==> src/rtl/core/wheel_speed_pid_top_assert.svh <==
// Assertion macros for the wheel speed PID block.
`ifndef WHEEL_SPEED_PID_TOP_ASSERT_SVH
`define WHEEL_SPEED_PID_TOP_ASSERT_SVH
`ifndef SYNTHESIS
`define WSP_ASSERT(lbl, prop, msg) \
  lbl: assert property (@(posedge clk_i) disable iff (!rst_ni) (prop)) else $error(msg);
`define WSP_ASSERT_NEXT(lbl, pre, post, msg) \
  lbl: assert property (@(posedge clk_i) disable iff (!rst_ni) (pre) |=> (post)) \
    else $error(msg);
`else
`define WSP_ASSERT(lbl, prop, msg)
`define WSP_ASSERT_NEXT(lbl, pre, post, msg)
`endif
`endif

==> src/rtl/core/wsp_pkg.sv <==
// Package for the wheel speed PID block: constants, microcode types and program.
package wsp_pkg;

  localparam int CHANNELS = 4;
  localparam int CH_IDX_W = (CHANNELS > 1) ? $clog2(CHANNELS) : 1;

  // Register map, word index on the configuration port.
  localparam logic [2:0] REG_GAIN_P    = 3'd0;
  localparam logic [2:0] REG_GAIN_I    = 3'd1;
  localparam logic [2:0] REG_GAIN_D    = 3'd2;
  localparam logic [2:0] REG_OUT_LOW   = 3'd3;
  localparam logic [2:0] REG_OUT_HIGH  = 3'd4;
  localparam logic [2:0] REG_TOLERANCE = 3'd5;

  localparam logic [15:0]       GAIN_P_RST    = 16'd38;
  localparam logic [15:0]       GAIN_I_RST    = 16'd51;
  localparam logic [15:0]       GAIN_D_RST    = 16'd31;
  localparam logic signed [9:0] OUT_LOW_RST   = -10'sd160;
  localparam logic [8:0]        OUT_HIGH_RST  = 9'd160;
  localparam logic [7:0]        TOLERANCE_RST = 8'd26;

  // Derivative filter weights: 0.2 as 51/256 (scaled by 256 for Q.8), 0.8 as 205/256.
  localparam logic signed [16:0] K_NEW = 17'sd13056;
  localparam logic signed [16:0] K_OLD = 17'sd205;

  localparam int STEP_W = 4;

  localparam logic [STEP_W-1:0] ST_WIN = 4'd0;
  localparam logic [STEP_W-1:0] ST_D1  = 4'd1;
  localparam logic [STEP_W-1:0] ST_D2  = 4'd2;
  localparam logic [STEP_W-1:0] ST_DF  = 4'd3;
  localparam logic [STEP_W-1:0] ST_DZ  = 4'd4;
  localparam logic [STEP_W-1:0] ST_P   = 4'd5;
  localparam logic [STEP_W-1:0] ST_I   = 4'd6;
  localparam logic [STEP_W-1:0] ST_D   = 4'd7;
  localparam logic [STEP_W-1:0] ST_OUT = 4'd8;

  typedef enum logic [2:0] {
    A_GAIN_P, A_GAIN_I, A_GAIN_D, A_K_NEW, A_K_OLD
  } a_sel_e;

  typedef enum logic [2:0] {
    B_E, B_INTEG, B_DER, B_DIFF, B_PDER
  } b_sel_e;

  typedef enum logic [1:0] {
    ACC_HOLD, ACC_LOAD, ACC_ADD
  } acc_op_e;

  typedef enum logic [1:0] {
    DER_HOLD, DER_TRUNC, DER_CLR
  } der_op_e;

  typedef enum logic [1:0] {
    JMP_NONE, JMP_ALWAYS, JMP_ZERO
  } jmp_e;

  typedef struct packed {
    a_sel_e              a_sel;
    b_sel_e              b_sel;
    acc_op_e             acc_op;
    logic                shift8;
    logic                win_ld;
    der_op_e             der_op;
    jmp_e                jmp;
    logic [STEP_W-1:0]   jmp_to;
    logic                fin;
  } ucode_t;

  // The control program. Each item walks it once: eight steps, or seven when a zero
  // target with zero error skips the derivative filter.
  function automatic ucode_t ucode_rom(input logic [STEP_W-1:0] step);
    ucode_t w;
    w = '{a_sel: A_GAIN_P, b_sel: B_E, acc_op: ACC_HOLD, shift8: 1'b0, win_ld: 1'b0,
          der_op: DER_HOLD, jmp: JMP_NONE, jmp_to: ST_WIN, fin: 1'b0};
    case (step)
      ST_WIN: begin
        w.win_ld = 1'b1;
      end
      ST_D1: begin
        w.a_sel  = A_K_NEW;
        w.b_sel  = B_DIFF;
        w.acc_op = ACC_LOAD;
        w.jmp    = JMP_ZERO;
        w.jmp_to = ST_DZ;
      end
      ST_D2: begin
        w.a_sel  = A_K_OLD;
        w.b_sel  = B_PDER;
        w.acc_op = ACC_ADD;
      end
      ST_DF: begin
        w.der_op = DER_TRUNC;
        w.jmp    = JMP_ALWAYS;
        w.jmp_to = ST_P;
      end
      ST_DZ: begin
        w.der_op = DER_CLR;
      end
      ST_P: begin
        w.a_sel  = A_GAIN_P;
        w.b_sel  = B_E;
        w.acc_op = ACC_LOAD;
        w.shift8 = 1'b1;
      end
      ST_I: begin
        w.a_sel  = A_GAIN_I;
        w.b_sel  = B_INTEG;
        w.acc_op = ACC_ADD;
        w.shift8 = 1'b1;
      end
      ST_D: begin
        w.a_sel  = A_GAIN_D;
        w.b_sel  = B_DER;
        w.acc_op = ACC_ADD;
      end
      ST_OUT: begin
        w.fin = 1'b1;
      end
      default: begin
        w.fin = 1'b1;
      end
    endcase
    return w;
  endfunction

endpackage

==> src/rtl/core/wheel_speed_pid_top.sv <==
// Per-channel wheel speed PID controller run by a microcoded sequencer.
//
//   port group  dir  word contents (lowest bit first)
//   s_axis      in   tdata: target_speed[9:0], measured_speed[20:10]; tuser: channel[1:0]
//   m_axis      out  tdata: drive_correction[9:0]; tuser: channel_out[1:0]
//   apb         cfg  six registers at byte addresses 0, 4, ... 20
//
// Each word runs the microcode program from acceptance to its result in the output register,
// with the filter steps skipped when target and error are both zero; the shared 17x23
// multiplier and accumulator form one product at each multiply step.
// A new word is taken the cycle after the program has loaded the output register,
// so the block takes no new word until it has finished the last one.
// A stall on m_axis holds the program at its final step until the output frees.
// Reset clears configuration to its defaults and all channel state to zero.
`include "wheel_speed_pid_top_assert.svh"

module wheel_speed_pid_top (
  input  logic        clk_i,
  input  logic        rst_ni,
  input  logic        s_axis_tvalid,
  output logic        s_axis_tready,
  input  logic [23:0] s_axis_tdata,   // target_speed[9:0], measured_speed[20:10]
  input  logic [1:0]  s_axis_tuser,   // channel[1:0]
  output logic        m_axis_tvalid,
  input  logic        m_axis_tready,
  output logic [15:0] m_axis_tdata,   // drive_correction[9:0]
  output logic [1:0]  m_axis_tuser,   // channel_out[1:0]
  input  logic        psel,
  input  logic        penable,
  input  logic        pwrite,
  input  logic [4:0]  paddr,
  input  logic [31:0] pwdata,
  output logic [31:0] prdata,
  output logic        pready
);

  // Configuration registers.
  logic [15:0]       gain_p_q, gain_i_q, gain_d_q;
  logic signed [9:0] out_low_q;
  logic [8:0]        out_high_q;
  logic [7:0]        tolerance_q;

  logic [2:0] reg_idx;
  logic       cfg_wr;

  assign pready = 1'b1;
  assign reg_idx = paddr[4:2];
  assign cfg_wr  = psel && penable && pwrite && pready;

  always_ff @(posedge clk_i or negedge rst_ni) begin
    if (!rst_ni) begin
      gain_p_q    <= wsp_pkg::GAIN_P_RST;
      gain_i_q    <= wsp_pkg::GAIN_I_RST;
      gain_d_q    <= wsp_pkg::GAIN_D_RST;
      out_low_q   <= wsp_pkg::OUT_LOW_RST;
      out_high_q  <= wsp_pkg::OUT_HIGH_RST;
      tolerance_q <= wsp_pkg::TOLERANCE_RST;
    end else if (cfg_wr) begin
      case (reg_idx)
        wsp_pkg::REG_GAIN_P:    gain_p_q    <= pwdata[15:0];
        wsp_pkg::REG_GAIN_I:    gain_i_q    <= pwdata[15:0];
        wsp_pkg::REG_GAIN_D:    gain_d_q    <= pwdata[15:0];
        wsp_pkg::REG_OUT_LOW:   out_low_q   <= pwdata[9:0];
        wsp_pkg::REG_OUT_HIGH:  out_high_q  <= pwdata[8:0];
        wsp_pkg::REG_TOLERANCE: tolerance_q <= pwdata[7:0];
        default: ;
      endcase
    end
  end

  always_comb begin
    case (reg_idx)
      wsp_pkg::REG_GAIN_P:    prdata = {16'd0, gain_p_q};
      wsp_pkg::REG_GAIN_I:    prdata = {16'd0, gain_i_q};
      wsp_pkg::REG_GAIN_D:    prdata = {16'd0, gain_d_q};
      wsp_pkg::REG_OUT_LOW:   prdata = {22'd0, out_low_q};
      wsp_pkg::REG_OUT_HIGH:  prdata = {23'd0, out_high_q};
      wsp_pkg::REG_TOLERANCE: prdata = {24'd0, tolerance_q};
      default:                prdata = 32'd0;
    endcase
  end

  // Channel state, one entry per wheel.
  logic signed [9:0]  integ_mem_q [wsp_pkg::CHANNELS];
  logic signed [11:0] err_mem_q   [wsp_pkg::CHANNELS];
  logic signed [21:0] der_mem_q   [wsp_pkg::CHANNELS];

  // Sequencer and datapath registers.
  logic                        busy_q, busy_d;
  logic [wsp_pkg::STEP_W-1:0]  step_q, step_d;
  wsp_pkg::ucode_t             uc;
  logic [1:0]                  ch_q;
  logic                        ch_ok_q;
  logic signed [9:0]           tgt_q;
  logic signed [11:0]          e_q, perr_q;
  logic signed [21:0]          pder_q, der_q;
  logic signed [9:0]           integ_q;
  logic                        zero_q;
  logic signed [39:0]          acc_q;
  logic                        out_vld_q;
  logic signed [9:0]           out_data_q;
  logic [1:0]                  out_ch_q;

  logic                        in_acc;
  logic [wsp_pkg::CH_IDX_W-1:0] in_idx, st_idx;
  logic                        in_ok;
  logic signed [9:0]           in_tgt;
  logic signed [10:0]          in_meas;
  logic signed [11:0]          in_err;

  logic                        out_free, fin_go, jump_go;

  assign uc            = wsp_pkg::ucode_rom(step_q);
  assign s_axis_tready = !busy_q;
  assign in_acc        = s_axis_tvalid && s_axis_tready;
  assign in_tgt        = s_axis_tdata[9:0];
  assign in_meas       = s_axis_tdata[20:10];
  assign in_err        = 12'(in_tgt) - 12'(in_meas);
  assign in_idx        = wsp_pkg::CH_IDX_W'(s_axis_tuser);
  assign in_ok         = 32'(s_axis_tuser) < wsp_pkg::CHANNELS;
  assign st_idx        = wsp_pkg::CH_IDX_W'(ch_q);

  assign out_free = !out_vld_q || m_axis_tready;
  assign fin_go   = busy_q && uc.fin && out_free;
  assign jump_go  = (uc.jmp == wsp_pkg::JMP_ALWAYS) || ((uc.jmp == wsp_pkg::JMP_ZERO) && zero_q);

  always_comb begin
    busy_d = busy_q;
    step_d = step_q;
    if (!busy_q) begin
      if (in_acc) begin
        busy_d = 1'b1;
        step_d = wsp_pkg::ST_WIN;
      end
    end else if (uc.fin) begin
      if (out_free) begin
        busy_d = 1'b0;
        step_d = wsp_pkg::ST_WIN;
      end
    end else if (jump_go) begin
      step_d = uc.jmp_to;
    end else begin
      step_d = step_q + 1'b1;
    end
  end

  // Integration window and integral update.
  logic signed [11:0] abs_e, abs_p, mag_diff;
  logic [10:0]        gap_mag;
  logic [18:0]        gap, bound;
  logic [9:0]         abs_t;
  logic               in_win, e_nz, zero_now;
  logic signed [12:0] isum, hi13, lo13;
  logic signed [9:0]  integ_new;

  always_comb begin
    abs_e    = e_q[11] ? -e_q : e_q;
    abs_p    = perr_q[11] ? -perr_q : perr_q;
    mag_diff = abs_e - abs_p;
    gap_mag  = mag_diff[11] ? 11'(-mag_diff) : mag_diff[10:0];
    gap      = {gap_mag, 8'd0};
    abs_t    = tgt_q[9] ? 10'(-tgt_q) : tgt_q;
    bound    = 19'(tolerance_q) * 19'(abs_t);
    in_win   = gap <= bound;
    e_nz     = e_q != 12'sd0;
    zero_now = (tgt_q == 10'sd0) && !e_nz;
    isum     = 13'(integ_q) + 13'(e_q);
    hi13     = $signed({4'd0, out_high_q});
    lo13     = 13'(out_low_q);
    integ_new = integ_q;
    if (in_win && e_nz) begin
      if (isum > hi13) begin
        integ_new = 10'(out_high_q);
      end else if (isum < lo13) begin
        integ_new = out_low_q;
      end else begin
        integ_new = isum[9:0];
      end
    end else if (!in_win) begin
      integ_new = 10'sd0;
    end
    if (zero_now) begin
      integ_new = 10'sd0;
    end
  end

  // Shared multiplier and accumulator.
  logic signed [16:0] mul_a;
  logic signed [22:0] mul_b;
  logic signed [39:0] prod, prod_sh;
  logic signed [39:0] der_rnd, res_rnd;
  logic signed [23:0] res_full;
  logic signed [9:0]  res_clamp;

  always_comb begin
    case (uc.a_sel)
      wsp_pkg::A_GAIN_P: mul_a = $signed({1'b0, gain_p_q});
      wsp_pkg::A_GAIN_I: mul_a = $signed({1'b0, gain_i_q});
      wsp_pkg::A_GAIN_D: mul_a = $signed({1'b0, gain_d_q});
      wsp_pkg::A_K_NEW:  mul_a = wsp_pkg::K_NEW;
      wsp_pkg::A_K_OLD:  mul_a = wsp_pkg::K_OLD;
      default:           mul_a = 17'sd0;
    endcase
    case (uc.b_sel)
      wsp_pkg::B_E:     mul_b = 23'(e_q);
      wsp_pkg::B_INTEG: mul_b = 23'(integ_q);
      wsp_pkg::B_DER:   mul_b = 23'(der_q);
      wsp_pkg::B_DIFF:  mul_b = 23'(e_q) - 23'(perr_q);
      wsp_pkg::B_PDER:  mul_b = 23'(pder_q);
      default:          mul_b = 23'sd0;
    endcase
    prod    = mul_a * mul_b;
    prod_sh = uc.shift8 ? (prod <<< 8) : prod;
  end

  // Truncation toward zero: bias negative values before the arithmetic shift, then clamp to the output limits.
  always_comb begin
    der_rnd  = acc_q + (acc_q[39] ? 40'sd255 : 40'sd0);
    res_rnd  = acc_q + (acc_q[39] ? 40'sd65535 : 40'sd0);
    res_full = res_rnd[39:16];
    if (res_full < 24'(out_low_q)) begin
      res_clamp = out_low_q;
    end else if (res_full > $signed({15'd0, out_high_q})) begin
      res_clamp = 10'(out_high_q);
    end else begin
      res_clamp = res_full[9:0];
    end
  end

  always_ff @(posedge clk_i or negedge rst_ni) begin
    if (!rst_ni) begin
      busy_q    <= 1'b0;
      step_q    <= wsp_pkg::ST_WIN;
      out_vld_q <= 1'b0;
      for (int i = 0; i < wsp_pkg::CHANNELS; i++) begin
        integ_mem_q[i] <= 10'sd0;
        err_mem_q[i]   <= 12'sd0;
        der_mem_q[i]   <= 22'sd0;
      end
    end else begin
      busy_q <= busy_d;
      step_q <= step_d;
      if (fin_go) begin
        out_vld_q <= 1'b1;
      end else if (m_axis_tready) begin
        out_vld_q <= 1'b0;
      end
      if (fin_go && ch_ok_q) begin
        integ_mem_q[st_idx] <= integ_q;
        err_mem_q[st_idx]   <= e_q;
        der_mem_q[st_idx]   <= der_q;
      end
    end
  end

  always_ff @(posedge clk_i) begin
    if (in_acc) begin
      ch_q    <= s_axis_tuser;
      ch_ok_q <= in_ok;
      tgt_q   <= in_tgt;
      e_q     <= in_err;
      perr_q  <= in_ok ? err_mem_q[in_idx] : 12'sd0;
      pder_q  <= in_ok ? der_mem_q[in_idx] : 22'sd0;
      integ_q <= in_ok ? integ_mem_q[in_idx] : 10'sd0;
    end else if (busy_q && uc.win_ld) begin
      integ_q <= integ_new;
      zero_q  <= zero_now;
    end
    case (uc.acc_op)
      wsp_pkg::ACC_LOAD: if (busy_q) acc_q <= prod_sh;
      wsp_pkg::ACC_ADD:  if (busy_q) acc_q <= acc_q + prod_sh;
      default: ;
    endcase
    case (uc.der_op)
      wsp_pkg::DER_TRUNC: if (busy_q) der_q <= der_rnd[29:8];
      wsp_pkg::DER_CLR:   if (busy_q) der_q <= 22'sd0;
      default: ;
    endcase
    if (fin_go) begin
      out_data_q <= res_clamp;
      out_ch_q   <= ch_q;
    end
  end

  assign m_axis_tvalid = out_vld_q;
  assign m_axis_tdata  = {6'd0, out_data_q};
  assign m_axis_tuser  = out_ch_q;

  `WSP_ASSERT_NEXT(a_accept_starts, s_axis_tvalid && s_axis_tready, busy_q && step_q == wsp_pkg::ST_WIN, "accepted word did not start the program")
  `WSP_ASSERT(a_step_in_program, !busy_q || step_q <= wsp_pkg::ST_OUT, "step counter left the program")
  `WSP_ASSERT_NEXT(a_stall_holds_step, busy_q && uc.fin && !out_free, busy_q && step_q == wsp_pkg::ST_OUT, "program moved while the output was blocked")

endmodule
==> config.mk <==
export PLATFORM = sky130hd
export DESIGN_NAME = wheel_speed_pid_top
export DESIGN_NICKNAME = d
export VERILOG_FILES = /design/src/rtl/core/wsp_pkg.sv /design/src/rtl/core/wheel_speed_pid_top.sv
export VERILOG_INCLUDE_DIRS = /design/src /design/src/rtl/core
export SDC_FILE = /design/constraint.sdc
export NUM_CORES = 2
export LEC_CHECK = 0
export BUFFER_PORTS_ARGS = -buffer_cell sky130_fd_sc_hd__buf_2
export CAP_MARGIN = 20
export CORE_MARGIN = 10
export CORE_UTILIZATION = 55
export DETAILED_ROUTE_END_ITERATION = 10
export PLACE_DENSITY = 0.76
export REMOVE_ABC_BUFFERS = 1
export SYNTH_ARGS = -nofsm -noshare
export SYNTH_HDL_FRONTEND = slang
export SYNTH_SLANG_ARGS = --single-unit
==> constraint.sdc <==
create_clock -name clk_i -period 12 [get_ports clk_i]
set_input_delay 1.8 -clock clk_i [delete_from_list [all_inputs] [get_ports clk_i]]
set_output_delay 1.8 -clock clk_i [all_outputs]
set_load 0.02 [all_outputs]
# Yosys cells after proc, flatten, opt, wreduce, memory -nomap -nowiden
# Cells that the tools add are included.
[totals]
wordCells = 188
out_inout_bits = 53
inputBits = 70
register_bits = 400
[classes]
bitwise = 3
add_sub_neg = 12
order_cmp = 8
multipliers = 2
mux = 60
eq_ne = 32
n_reduce_logical = 39
[op_table]
columns = ["op", "n"]
rows = [
  ["$mux W10", 13],
  ["$mux W40", 3],
  ["$pmux W23 S5", 1],
  ["$mux W22", 5],
  ["$pmux W16 S6", 1],
  ["$bwmux W88", 1],
  ["$pmux W16 S5", 1],
  ["$pmux W40 S2", 1],
  ["$mux W12", 5],
  ["$bwmux W48", 1],
  ["$bmux W22 S2", 1],
  ["$demux W22 S2", 1],
  ["$pmux W22 S2", 1],
  ["$add A40 B17 Y40", 1],
  ["$add A40 B40 Y40", 1],
  ["$bwmux W40", 1],
  ["$mul A17 B23 Y40", 1],
  ["$pmux W8 S5", 1],
  ["$add A30 B9 Y30", 1],
  ["$bmux W12 S2", 1],
  ["$demux W12 S2", 1],
  ["$gt A24 B10 Y1", 1],
  ["$lt A24 B10 Y1", 1],
  ["$neg A12 Y12", 2],
  ["other kinds (47)", 109],
]

# Depth between registers and ports, before layout
[depth]
word_depth = 11
mapped_depth = 48

# Worst setup path after synthesis
# OpenSTA, ideal clock, no wires.
[synth_path]
path_kind = "reg2reg"
start = "register e_q[0]"
end = "register acc_q[37] (data pin)"
path_buffers = 3
setup_ps = 260
arrival_time_ps = 10423
period_less_slack_ps = 10682
required_time_ps = 11740
setup_slack_ps = 1318
path_stages_with_launch = 47
cell_sequence = "edfxtp_1 -> inv_1 -> ha_1 -> inv_1 -> fa_1 -> a21o_1 -> a21oi_1 -> o21bai_1 -> a21oi_1 -> o21bai_1 -> a21oi_1 -> o21ai_0 -> o21ai_0 -> clkbuf_1 -> a221oi_1 -> clkbuf_1 -> nor2_1 -> fa_1 -> [... 11 more ...] -> a21oi_1 -> o21ai_0 -> a22oi_1 -> o211ai_1 -> a21o_1 -> a21oi_1 -> xor2_1 -> o21ai_0 -> ha_1 -> a21o_1 -> a21o_1 -> a211o_1 -> nor3_1 -> o31ai_1 -> a31oi_1 -> o21ai_0 -> xnor2_1 -> mux2_2"
[synth_between]
elab_chain_len = 7
[synth_lines]
columns = ["item", "line", "source"]
rows = [
  ["start: declaration", "wheel_speed_pid_top.sv:95", "logic signed [11:0] e_q, perr_q;"],
  ["start signal: assignment", "wheel_speed_pid_top.sv:261", "e_q <= in_err;"],
  ["$sub A12 B12 Y13", "wheel_speed_pid_top.sv:208", "wsp_pkg::B_DIFF: mul_b = 23'(e_q) - 23'(perr_q);"],
  ["$pmux W23 S5 (*)", "wheel_speed_pid_top.sv:204", "case (uc.b_sel)"],
  ["$mul A17 B23 Y40 (*)", "wheel_speed_pid_top.sv:212", "prod = mul_a * mul_b;"],
  ["$mux W40 (*)", "wheel_speed_pid_top.sv:213", "prod_sh = uc.shift8 ? (prod <<< 8) : prod;"],
  ["$add A40 B40 Y40", "wheel_speed_pid_top.sv:271", "wsp_pkg::ACC_ADD: if (busy_q) acc_q <= acc_q + prod_sh;"],
  ["$mux W40", "wheel_speed_pid_top.sv:271", ""],
  ["$pmux W40 S2 (*)", "wheel_speed_pid_top.sv:269", "case (uc.acc_op)"],
  ["end signal: assignment", "wheel_speed_pid_top.sv:270", "wsp_pkg::ACC_LOAD: if (busy_q) acc_q <= prod_sh;"],
  ["end signal: assignment", "wheel_speed_pid_top.sv:271", ""],
  ["end: declaration", "wheel_speed_pid_top.sv:99", "logic signed [39:0] acc_q;"],
]
# Mark *: on every way between the ends. The rest lies on a longest branch, timed or not. The select of a mux whose other input is x is not followed.
# A chain may end at the register's enable or synchronous reset.

# Final worst setup path
[layout_path]
start = "register e_q[0]"
end = "register acc_q[39] (data pin)"
# Same word-level chain as after synthesis.

==> results.txt <==
Worst-Margin Slew = 1100 ps
Critical path class = reg -> reg
Root Driver = clkbuf_16
Placed Instance Area = 0.0429 mm^2
Std cell rows = 100
Initial antenna violation count = 6
Multi-input combinational cell area = 0.0276 mm^2
Drt total wl = 114000 um
CTS Buf Count = 46
Fin. Hold Viols = 0
Gr ovfl total = 0
Yosys Warn Count = 0
Worst-skew pair later-pin latency = 600 ps
DR vias = 31400
Fin area = 0.0445 mm^2
Status = completed
Slew Limit Headroom = 27.0%
Area growth syn-to-layout = 8.01%
Worst stage delay on the critical path = 590 ps
Peak Freq = 0.0865 GHz
DIE WIDTH = 294 um
Layout cells sized above 1 = 15.2%
Final min period = 11560 ps
Via/cell ratio = 6.01
Fin crit share = 96.3%
Pin count of the biggest net entering global routing = 107
Compound-cell area share of the yosys netlist = 10.0%
Dpl hpwl = 86600 um
Crit start category = register
Core area = 0.0744 mm^2
Post-Syn Area = 0.0412 mm^2
DRC viols = 0
Number of synthesized flops with an enable pin = 143
Setup crit end kind = register
GPL Wtd Cong = 0.948
Layout fillers = 6153
TritonCTS sink count = 400
CP Data Arrival Time = 11880 ps
Die H = 294 um
CP Max Fanout = 20
Max-cap violations = 0
# hold bufs at CTS = 0
Gr usage total = 26.5%
Global-route wire length before repair = 180000 um
Final ANT Viol Nets = 0
Synth area leaders = fa_1, dfrtp_1, edfxtp_1
Primary FF master, synth = dfrtp_1
Post-Synth XOR/XNOR Area = 4.18%
Die area = 0.0863 mm^2
Average cell area after synthesis = 9.91 um^2
Post-Synth Adder-Cell Area = 29.3%
RSZ-0062 raised after global routing = no
Port Buf Inserts = 78
Clock slew at reported path FFs = 60 ps
Post-synthesis sequential area ratio = 26.1%
Final Slew Violations = 0
Synth top area share = 19.7%
Drt pass-1 iters = 8
Mux contribution to synthesized area = 11.3%
Synthesized instance count = 4161
Drt initial violations = 2620
Clk_skew = 23.9 ps
Reg area = 0.0108 mm^2
Number of global-route vias before repair = 32200
DR WL/cell = 21.7 um
Number of nets in the layout = 5008
Synth Register Bits = 400
Initial Utilization = 55.4%
Hold/Removal Path Class = reg -> reg
Postcts setup bufs = 0
Slowest stage cell on the critical path = fa_1
Largest family of logic cells by synthesized area = adder cells
Max Buffers Root-to-Sink = 3
WHS = 497 ps
CTS tree = done
Ports = 123
Post-synth cell types = 91
Area leader, netlist = fa_1
Setup WS post-layout = 441 ps
Ys async rst share = 64.3%
Synth Area in Simple Gates = 11.8%
H-Tree Depth = 2
Dpl ws = 124 ps
Req. time, crit path = 12320 ps
Final setup fails = 0
Final core occ = 59.8%
## cells in the mapped netlist (20+ instances only)
cell type  number
inv_1         611
fa_1          406
nor2_1        383
nand2_1       331
ha_1          315
mux2_2        258
dfrtp_1       236
o21ai_0       156
a21oi_1       145
edfxtp_1      143
clkbuf_1      136
xnor2_1       135
a21o_1         65
xor2_1         62
mux2i_1        60
nand2b_1       60
mux4_2         50
and2_1         49
nand3_1        45
nor3_1         37
nand4_1        32
nor2b_1        29
o21a_1         24
buf_4          23
dfstp_2        21
or2_2          21
o21bai_1       20
o31ai_1        20
## flip-flops by register name (all words and copies together) (netlist names)
register / count
gain_i_q: 16
ch_q: 2
integ_q: 10
out_data_q: 10
out_high_q: 9
step_q: 4
gain_d_q: 16
tgt_q: 10
der_mem_q: 88
integ_mem_q: 40
m_axis_tuser: 2
perr_q: 12
busy_q: 1
m_axis_tvalid: 1
out_low_q: 10
e_q: 12
err_mem_q: 48
tolerance_q: 8
pder_q: 22
gain_p_q: 16
zero_q: 1
acc_q: 40
der_q: 22
## area by class of cell
| class | instances | area share (%) |
|---|---|---|
| Multi-Input combinational cell | 2992 | 62.1 |
| Sequential cell | 400 | 24.1 |
| Inverter | 611 | 5.15 |
| Clock buffer | 68 | 2.97 |
| Tap cell | 969 | 2.72 |
| Timing Repair Buffer | 166 | 2.44 |
| Clock inverter | 17 | 0.494 |
| Antenna cell | 2 | 0.0112 |
## metal layers
metal  vias up  wire length [um]  global-route usage [%]  share of wire [%]
li1      14000                 -                       -                  -
met1     15600             43700                    33.9                 39
met2      1417             52600                    42.6                 46
met3       341             10300                    4.94                9.0
met4         8              6870                    13.7                6.0
met5         -                51                       0              0.045
## cell families after synthesis
logic type               Yosys count
buffers and inverters            790
XOR/XNOR                         197
flip-flops                       400
adder cells (fa/ha/maj)          721
multiplexers                     369
AO/OA/AOI/OAI                    621
other                              2
AND/OR/NAND/NOR                 1061
## timing repair
action,4_1_cts,5_1_grt
resized for setup,0,12
endpoints found under the hold margin,0,0
endpoints found under the setup margin,0,9
## worst max-delay path, delay by kind of cell, from the launching register on
kind	cells	cell delay, ps
AOI/OAI and AO/OA	22	3950
adders and majority gates	10	4610
and+or+nand+nor	5	1070
DFF	1	420
buffers and inverters	7	850
xor gates and xnor gates	2	400
## through the flow
| step | setup TNS (ps) | std cells |
|---|---|---|
| after floorplan | -937 | 4003 |
| after global placement | 0 | 5137 |
| after detailed placement | 0 | 5137 |
| after CTS | 0 | 5222 |
| after global routing | 0 | 5224 |
| final | 0 | 5225 |
## final timing paths
path | cells past startpoint | endpoint | slack [ps] | start
worst max-delay path | 46 | acc_q[39]$_DFFE_PP_ | 440 | e_q[0]$_DFFE_PP_
worst min-delay path | 2 | err_mem_q[25]$_DFFE_PN0P_ | 500 | err_mem_q[25]$_DFFE_PN0P_
worst max register to register | 46 | acc_q[39]$_DFFE_PP_ | 440 | e_q[0]$_DFFE_PP_
worst min register to register | 2 | err_mem_q[25]$_DFFE_PN0P_ | 500 | err_mem_q[25]$_DFFE_PN0P_
max in group asynchronous | 2 | der_mem_q[25]$_DFFE_PN0P_ | 9180 | rst_ni
min in group asynchronous | 1 | err_mem_q[42]$_DFFE_PN0P_ | 1250 | rst_ni
## layout by cell type (no fill, tap or decap), types with 14 or more instances in the layout
cell type and instances:
inv_1 611, fa_1 406, nor2_1 380, nand2_1 331, ha_1 314, mux2_2 258
dfrtp_1 236, o21ai_0 152, edfxtp_1 143, a21oi_1 141, xnor2_1 135, buf_4 86
buf_2 76, a21o_1 65, xor2_1 62, nand2b_1 60, mux2i_1 60, mux4_2 50
and2_1 49, clkbuf_16 47, nand3_1 45, nor3_1 33, nand4_1 32, nor2b_1 27
o21a_1 24, conb_1 23, or2_2 21, dfstp_2 21, o21bai_1 20, o31ai_1 19
a22oi_1 17, a211oi_1 16, and3_1 15, a221o_1 15, or3_1 15, o211ai_1 14
clkbuf_1 14
Power is not shown: default switching activity piles up to over one toggle a cycle in this logic, so the estimate is an artifact.
